## src/design/ghhd_pkg.sv

```systemverilog
// Shared types and constants for the gyro heading hold drive block.
package ghhd_pkg;

  // Configuration register indexes
  localparam int unsigned CfgIdxWidth = 3;
  localparam int unsigned CfgDataWidth = 20;

  typedef enum logic [CfgIdxWidth-1:0] {
    CFG_BASE_SPEED  = 3'd0,
    CFG_RUN_TICKS   = 3'd1,
    CFG_BRAKE_TICKS = 3'd2,
    CFG_BIAS_Q4     = 3'd3,
    CFG_DEADBAND_Q4 = 3'd4,
    CFG_GAIN        = 3'd5
  } cfg_idx_e;

  // Register reset values
  localparam logic [18:0] DeadbandReset = 19'd262;
  localparam logic [15:0] GainReset = 16'd15345;

  // Product scale: accumulator is in Q4 counts, gain in 2^-24 steps
  localparam int unsigned GainShift = 28;

  // Drive phase held between ticks
  typedef enum logic [1:0] {
    PH_IDLE  = 2'd0,
    PH_RUN   = 2'd1,
    PH_BRAKE = 2'd2
  } phase_e;

  // What one tick produces, carried down the pipeline
  typedef enum logic [1:0] {
    KIND_IDLE  = 2'd0,
    KIND_RUN   = 2'd1,
    KIND_BRAKE = 2'd2,
    KIND_DONE  = 2'd3
  } kind_e;

endpackage

```

## src/design/gyro_heading_hold_drive_top.sv

```systemverilog
// Gyro heading hold drive: tick sequencer, heading accumulator and steering datapath.
//
// Each accepted transaction is one control tick and yields exactly one result
// transaction, registered through stages 1 to 5 and then the output register.
// A new tick can be accepted every cycle that stage 1 can load (in_ready_o):
// the phase/tick-count update and the heading accumulator update each take one
// pipeline stage, so a tick sees the state left by the one before it. The
// steering multiply (|heading| x gain) and the final saturating wheel sums sit
// in later stages; stages hold and bubbles close up independently, so input is
// taken while a finished result waits. Configuration writes are registered
// directly and should be made only while no tick is in flight.
module gyro_heading_hold_drive_top #(
  parameter int unsigned ACC_WIDTH = 40
) (
  input  logic                            clk_i,
  input  logic                            rst_ni,
  // configuration write port
  input  logic                            cfg_we_i,
  input  logic [ghhd_pkg::CfgIdxWidth-1:0]  cfg_idx_i,
  input  logic [ghhd_pkg::CfgDataWidth-1:0] cfg_wdata_i,
  // tick input
  input  logic                            in_valid_i,
  output logic                            in_ready_o,
  input  logic signed [15:0]              gyro_z_i,
  input  logic                            start_req_i,
  // result output
  output logic                            out_valid_o,
  input  logic                            out_ready_i,
  output logic signed [15:0]              left_speed_o,
  output logic signed [15:0]              right_speed_o,
  output logic                            busy_res_o,
  output logic                            done_res_o
);
  import ghhd_pkg::*;

  localparam int unsigned ProdWidth = ACC_WIDTH + 16;
  localparam logic signed [ACC_WIDTH-1:0] AccMax = {1'b0, {(ACC_WIDTH-1){1'b1}}};
  localparam logic signed [ACC_WIDTH-1:0] AccMin = {1'b1, {(ACC_WIDTH-1){1'b0}}};

  // Saturate an 18-bit signed value to 16 bits
  function automatic logic signed [15:0] sat16(input logic signed [17:0] v);
    logic signed [15:0] r;
    if (v > 18'sd32767) begin
      r = 16'sh7fff;
    end else if (v < -18'sd32768) begin
      r = 16'sh8000;
    end else begin
      r = v[15:0];
    end
    return r;
  endfunction

  // ---------------------------------------------------------------- config
  logic signed [15:0] base_speed_q;
  logic [15:0]        run_ticks_q;
  logic [15:0]        brake_ticks_q;
  logic signed [19:0] bias_q4_q;
  logic [18:0]        deadband_q4_q;
  logic [15:0]        gain_q;

  // Write configuration registers
  always_ff @(posedge clk_i or negedge rst_ni) begin
    if (!rst_ni) begin
      base_speed_q  <= '0;
      run_ticks_q   <= '0;
      brake_ticks_q <= '0;
      bias_q4_q     <= '0;
      deadband_q4_q <= DeadbandReset;
      gain_q        <= GainReset;
    end else if (cfg_we_i) begin
      case (cfg_idx_e'(cfg_idx_i))
        CFG_BASE_SPEED:  base_speed_q  <= cfg_wdata_i[15:0];
        CFG_RUN_TICKS:   run_ticks_q   <= cfg_wdata_i[15:0];
        CFG_BRAKE_TICKS: brake_ticks_q <= cfg_wdata_i[15:0];
        CFG_BIAS_Q4:     bias_q4_q     <= cfg_wdata_i[19:0];
        CFG_DEADBAND_Q4: deadband_q4_q <= cfg_wdata_i[18:0];
        CFG_GAIN:        gain_q        <= cfg_wdata_i[15:0];
        default: ;
      endcase
    end
  end

  // ---------------------------------------------------------- flow control
  logic v1_q, v2_q, v3_q, v4_q, v5_q, vo_q;
  logic en1, en2, en3, en4, en5, en_o;

  // A stage loads when it is empty or its item moves on
  assign en_o = ~vo_q | out_ready_i;
  assign en5  = ~v5_q | en_o;
  assign en4  = ~v4_q | en5;
  assign en3  = ~v3_q | en4;
  assign en2  = ~v2_q | en3;
  assign en1  = ~v1_q | en2;
  assign in_ready_o = en1;

  always_ff @(posedge clk_i or negedge rst_ni) begin
    if (!rst_ni) begin
      v1_q <= 1'b0;
      v2_q <= 1'b0;
      v3_q <= 1'b0;
      v4_q <= 1'b0;
      v5_q <= 1'b0;
      vo_q <= 1'b0;
    end else begin
      if (en1)  v1_q <= in_valid_i;
      if (en2)  v2_q <= v1_q;
      if (en3)  v3_q <= v2_q;
      if (en4)  v4_q <= v3_q;
      if (en5)  v5_q <= v4_q;
      if (en_o) vo_q <= v5_q;
    end
  end

  // ------------------------------------------------------ stage 1: input
  logic signed [15:0] gz1_q;
  logic               start1_q;

  always_ff @(posedge clk_i) begin
    if (en1) begin
      gz1_q    <= gyro_z_i;
      start1_q <= start_req_i;
    end
  end

  // ------------------------------------- stage 1 -> 2: sequencer and bias
  phase_e      phase_q, phase_d;
  logic [15:0] tick_q, tick_d;
  logic        step;
  logic        is_idle, run_entry, run_go, brake_entry, brake_go;
  logic [15:0] run_t, brake_t;
  kind_e       kind_d;
  logic        clr_d;

  assign step = v1_q & en2;

  // Work out which phase this tick falls in
  assign is_idle     = (phase_q != PH_RUN) && (phase_q != PH_BRAKE);
  assign run_entry   = (phase_q == PH_RUN) || (is_idle && start1_q);
  assign run_t       = (phase_q == PH_RUN) ? tick_q : '0;
  assign run_go      = run_entry && (run_t < run_ticks_q);
  assign brake_entry = (phase_q == PH_BRAKE) || (run_entry && !run_go);
  assign brake_t     = (phase_q == PH_BRAKE) ? tick_q : '0;
  assign brake_go    = brake_entry && (brake_t < brake_ticks_q);

  // Next phase and tick count
  always_comb begin
    phase_d = PH_IDLE;
    tick_d  = '0;
    if (run_go) begin
      phase_d = PH_RUN;
      tick_d  = run_t + 16'd1;
    end else if (brake_go) begin
      phase_d = PH_BRAKE;
      tick_d  = brake_t + 16'd1;
    end else if (!brake_entry) begin
      phase_d = PH_IDLE;
      tick_d  = tick_q;
    end
  end

  // Tick kind and accumulator clear
  always_comb begin
    clr_d = is_idle && start1_q;
    if (run_go) begin
      kind_d = KIND_RUN;
    end else if (brake_go) begin
      kind_d = KIND_BRAKE;
    end else if (brake_entry) begin
      kind_d = KIND_DONE;
    end else begin
      kind_d = KIND_IDLE;
    end
  end

  always_ff @(posedge clk_i or negedge rst_ni) begin
    if (!rst_ni) begin
      phase_q <= PH_IDLE;
      tick_q  <= '0;
    end else if (step) begin
      phase_q <= phase_d;
      tick_q  <= tick_d;
    end
  end

  // Bias-correct the sample and test it against the deadband
  logic signed [20:0] d_s;
  logic [20:0]        d_mag;
  logic               take_d;

  assign d_s    = 21'($signed({gz1_q, 4'b0000})) - 21'(bias_q4_q);
  assign d_mag  = d_s[20] ? 21'(-d_s) : 21'(d_s);
  assign take_d = d_mag > {2'b00, deadband_q4_q};

  kind_e              kind2_q;
  logic               clr2_q;
  logic               take2_q;
  logic signed [20:0] d2_q;

  always_ff @(posedge clk_i) begin
    if (en2) begin
      kind2_q <= kind_d;
      clr2_q  <= clr_d;
      take2_q <= take_d;
      d2_q    <= d_s;
    end
  end

  // ------------------------------------- stage 2 -> 3: heading accumulator
  logic signed [ACC_WIDTH-1:0] acc_q, acc_d;
  logic signed [ACC_WIDTH-1:0] acc_base;
  logic signed [ACC_WIDTH:0]   acc_sum;
  logic                        acc_upd;

  assign acc_upd  = v2_q & en3 & ((kind2_q == KIND_RUN) | clr2_q);
  assign acc_base = clr2_q ? '0 : acc_q;
  assign acc_sum  = {acc_base[ACC_WIDTH-1], acc_base}
                  + (take2_q ? {{(ACC_WIDTH-20){d2_q[20]}}, d2_q} : '0);

  // Saturate the sum to the accumulator range
  always_comb begin
    if (acc_sum[ACC_WIDTH] != acc_sum[ACC_WIDTH-1]) begin
      acc_d = acc_sum[ACC_WIDTH] ? AccMin : AccMax;
    end else begin
      acc_d = acc_sum[ACC_WIDTH-1:0];
    end
  end

  always_ff @(posedge clk_i or negedge rst_ni) begin
    if (!rst_ni) begin
      acc_q <= '0;
    end else if (acc_upd) begin
      acc_q <= acc_d;
    end
  end

  kind_e                       kind3_q;
  logic signed [ACC_WIDTH-1:0] acc3_q;

  always_ff @(posedge clk_i) begin
    if (en3) begin
      kind3_q <= kind2_q;
      acc3_q  <= acc_d;
    end
  end

  // -------------------------------------------- stage 3 -> 4: magnitude
  kind_e                kind4_q;
  logic                 pos4_q;
  logic [ACC_WIDTH-1:0] mag4_q;

  always_ff @(posedge clk_i) begin
    if (en4) begin
      kind4_q <= kind3_q;
      pos4_q  <= (acc3_q > 0);
      mag4_q  <= acc3_q[ACC_WIDTH-1] ? ACC_WIDTH'(-acc3_q) : ACC_WIDTH'(acc3_q);
    end
  end

  // --------------------------------------------- stage 4 -> 5: multiply
  kind_e                kind5_q;
  logic                 pos5_q;
  logic [ProdWidth-1:0] prod5_q;

  always_ff @(posedge clk_i) begin
    if (en5) begin
      kind5_q <= kind4_q;
      pos5_q  <= pos4_q;
      prod5_q <= ProdWidth'(mag4_q) * ProdWidth'(gain_q);
    end
  end

  // ------------------------------------- stage 5 -> out: steer and brake
  logic [ProdWidth-1:0] p_full;
  logic [16:0]          p17;
  logic signed [16:0]   adj17;
  logic signed [15:0]   adj16;
  logic signed [15:0]   brake_val;
  logic signed [15:0]   left_d, right_d;
  logic                 busy_d, done_d;

  // Scale the product and clamp the correction to 16 bits
  assign p_full = prod5_q >> GainShift;
  assign p17    = (p_full > ProdWidth'(32768)) ? 17'd32768 : p_full[16:0];
  assign adj17  = pos5_q ? -$signed(p17) : $signed(p17);
  assign adj16  = (adj17 == 17'sd32768) ? 16'sh7fff : adj17[15:0];

  assign brake_val = (base_speed_q == 16'sh8000) ? 16'sh7fff : -base_speed_q;

  // Select the wheel values for this tick
  always_comb begin
    left_d  = '0;
    right_d = '0;
    busy_d  = 1'b0;
    done_d  = 1'b0;
    case (kind5_q)
      KIND_RUN: begin
        left_d  = sat16(18'(base_speed_q) - 18'(adj16));
        right_d = sat16(18'(base_speed_q) + 18'(adj16));
        busy_d  = 1'b1;
      end
      KIND_BRAKE: begin
        left_d  = brake_val;
        right_d = brake_val;
        busy_d  = 1'b1;
      end
      KIND_DONE: begin
        done_d = 1'b1;
      end
      default: ;
    endcase
  end

  logic signed [15:0] left_q, right_q;
  logic               busy_q, done_q;

  always_ff @(posedge clk_i) begin
    if (en_o) begin
      left_q  <= left_d;
      right_q <= right_d;
      busy_q  <= busy_d;
      done_q  <= done_d;
    end
  end

  assign out_valid_o   = vo_q;
  assign left_speed_o  = left_q;
  assign right_speed_o = right_q;
  assign busy_res_o    = busy_q;
  assign done_res_o    = done_q;

endmodule

```

## config.mk

```make
export PLATFORM = sky130hd
export DESIGN_NAME = gyro_heading_hold_drive_top
export DESIGN_NICKNAME = d
export VERILOG_FILES = /design/src/design/ghhd_pkg.sv /design/src/design/gyro_heading_hold_drive_top.sv
export SDC_FILE = /design/constraint.sdc
export NUM_CORES = 2
export LEC_CHECK = 0
export ABC_AREA = 1
export BUFFER_PORTS_ARGS = -buffer_cell sky130_fd_sc_hd__buf_2
export CAP_MARGIN = 25
export CORE_MARGIN = 1
export CORE_UTILIZATION = 53
export CTS_CLUSTER_SIZE = 16
export DETAILED_ROUTE_END_ITERATION = 16
export HOLD_SLACK_MARGIN = 0.08
export PLACE_DENSITY_LB_ADDON = 0.08
export SKIP_CTS_REPAIR_TIMING = 1
export SLEW_MARGIN = 0
export SYNTH_ARGS = -nofsm -noshare
export SYNTH_HDL_FRONTEND = slang
export SYNTH_SLANG_ARGS = --single-unit
export TNS_END_PERCENT = 20
```

## constraint.sdc

```tcl
create_clock -name clk_i -period 9 [get_ports clk_i]
set_input_delay 2.25 -clock clk_i [delete_from_list [all_inputs] [get_ports clk_i]]
set_output_delay 2.25 -clock clk_i [all_outputs]
set_load 0.01 [all_outputs]
```

==> run metrics <==
critical path peak fanout 31; GRT overflow 0; clock transition at the registers of the reported paths roughly 60 ps; fin util between 50% and 60%; crit path DAT slightly above 7000 ps; share of cells above drive strength 1 4.458%; Max Slew Vio Count 0; Yosys warning count 0; vias in the first global route around 36000; cell taking the most area after synthesis fa_1; setup violators final 0; max_slew headroom a little over a quarter; io pins between 80 and 90; CP top delay family adder cells; DIE AREA 83710 um2; Max Buffers Root-to-Sink 3; Peak Freq 146.2 MHz; drt initial violations 2712; crit-path cells buf_4 -> nand2_1 -> fa_1 -> fa_1 -> inv_1 -> fa_1 -> inv_1 -> fa_1 -> fa_1 -> inv_1 -> fa_1 -> ha_1 -> a21oi_1 -> o21ai_0 -> a21oi_1 -> a21boi_0 -> nand2_1 -> nand3_1 -> a21boi_0 -> o21bai_1 -> nand2_1 -> nand2_1 -> nand2_1; WL met2 around 57000 um; total number of vias between 30000 and 40000; Post-Syn Instances ~5700; DRC 0; Worst-Margin Slew 1104 ps; CTS tree built; Detail Route Antenna Nets 0; PortBufs 80; worst path buffer plus inverter count 4; row count between 100 and 150; Tcrit/Tclk final 76.00%; Initial Util approximately 53%; crit-path max cell delay between 1000 and 1500 ps; CTS root buffer clkbuf_16; Critical Setup Path Class flop to flop; crit start category flop; Final Critical Period 6840 ps; max_cap viols 0; final hold violations 0; Detailed Route WL approximately 120000 um; clock sink count between 300 and 400; Mapped Area between 40000 and 50000 um2; Core Region 81850 um2; All-Layer GR Usage ~30%; vias per std cell around 5.3; CP required 9330 ps; P&R area growth vs syn 6.440%; clock skew 38.79 ps; Yosys top cell area share 24.34%; Yosys cell types 57; HP Class flop to flop; largest net degree at the start of global routing about 100; gpl congestion just under 1; Synth Flop Type edfxtp_1; uppermost routed layer met4; global-route wire length before repair 193100 um; RSZ-0062 raised after global routing false; Avg WL per Cell between 15 and 20 um; commonest non-fill, non-tap cell in the layout nand2_1; critical path's slowest cell dfstp_2; Post-synth EDFFs 192; TritonRoute pass-1 iters 6; setup TNS 0 ps; post-synthesis sequential area ratio 22.77%; CTS buffer count 44; met1 WL around 53000 um; Die W just under 300 um; Worst Setup End Kind flop; final worst slack approximately 2200 ps; Area contributors post-synth fa_1 24%, edfxtp_1 13%, nand2_1 13%; clk_lat worst skew 600 ps; H-tree depth 2; hpwl dp ~90000 um; Antenna diodes 0; met3 WL 7329 um; syn_nets 6570; worst slack, placed around 2100 ps; most frequent cells in the layout 1526 x nand2_1, 1237 x inv_1, 532 x fa_1; CP most frequent cell fa_1; initial antenna violation count 2; FF+latch count, synth approximately 360; Async S/R FF share, synth a little under half; Final #Nets ~6500; status finished clean; syn avg cell area 7.659 um2; chip height ~290 um
[worst register-to-register path: cells and delay by family, from the launching register on]
kind | cells | cell delay (ps)
fa+ha+maj | 7 | 3420
flops | 1 | 1080
compound gates | 6 | 1040
simple gates | 6 | 540
buf+inv | 4 | 530
[synthesized netlist by cell type, drive strengths merged (14+ instances only)]
cell type	number
a31oi	29
xnor2	40
nand3	138
nand4	45
o21bai	15
inv	1249
a21o	21
ha	280
dfrtp	154
nor3	70
a21oi	230
buf	14
nand2	1541
edfxtp	192
xor2	131
or2	15
nor2	412
o21ai	284
clkbuf	218
fa	532
[through the flow]
| stage | hold WS (ps) | cells | instance area (um2) |
|---|---|---|---|
| floorplan | 400.3 | 5713 | 43750 |
| global placement | 401.4 | 6655 | 44780 |
| detailed placement | 406.6 | 6658 | 44850 |
| CTS | 420.9 | 6739 | 46440 |
| global route | 431.9 | 6745 | 46570 |
| finish | 418.4 | 6745 | 46570 |
[state kept, by name (all words and copies together) (netlist names), 19 cells and up]
| name | flops |
|---|---|
| d2_q | 21 |
| acc_q | 40 |
| prod5_q | 28 |
| bias_q4_q | 20 |
| deadband_q4_q | 19 |
| mag4_q | 40 |
| acc3_q | 40 |
[per-layer routing]
layer | track usage [%] | vias up
met2 | 49.87 | 1136
met3 | 3.417 | 231
li1 | - | 17180
met4 | 8.237 | 0
met5 | 0 | -
met1 | 40.38 | 17320
[layout make-up]
class                      count  area [um2]
multi-input combinational   3872       28210
fill                        7804       35280
clock buffer                  56        1206
inverter                    1250        4692
clock inverter                25       384.1
timing repair buffer         113       784.5
sequential                   359        9961
tap                         1070        1339
[path summary, 6_finish.rpt]
path,from,end,slack (ps),cells past startpoint
setup / recovery,gain_q[9]$_DFFE_PN1P_,prod5_q[53]$_DFFE_PP_,2160,23
hold / removal,kind3_q[0]$_DFFE_PP_,kind4_q[0]$_DFFE_PP_,420,0
setup reg to reg,gain_q[9]$_DFFE_PN1P_,prod5_q[53]$_DFFE_PP_,2160,23
hold reg to reg,kind3_q[0]$_DFFE_PP_,kind4_q[0]$_DFFE_PP_,420,0
max in group asynchronous,rst_ni,deadband_q4_q[1]$_DFFE_PN1P_,6020,4
min in group asynchronous,rst_ni,tick_q[11]$_DFFE_PN0P_,1530,1
[kinds of logic (layout without fill, tap and decap cells)]
family / count (synthesis) / after routing / synth area share, %
and+or+nand+nor: 2245 / 2245 / 20.55
buffers and inverters: 1482 / 1444 / 12.79
AOI/OAI and AO/OA: 644 / 644 / 8.104
adders and majority gates: 812 / 812 / 32.35
DFF: 359 / 359 / 22.77
xor gates and xnor gates: 171 / 171 / 3.440
Power is not shown: default switching activity piles up to over one toggle a cycle in this logic, so the estimate is an artifact.
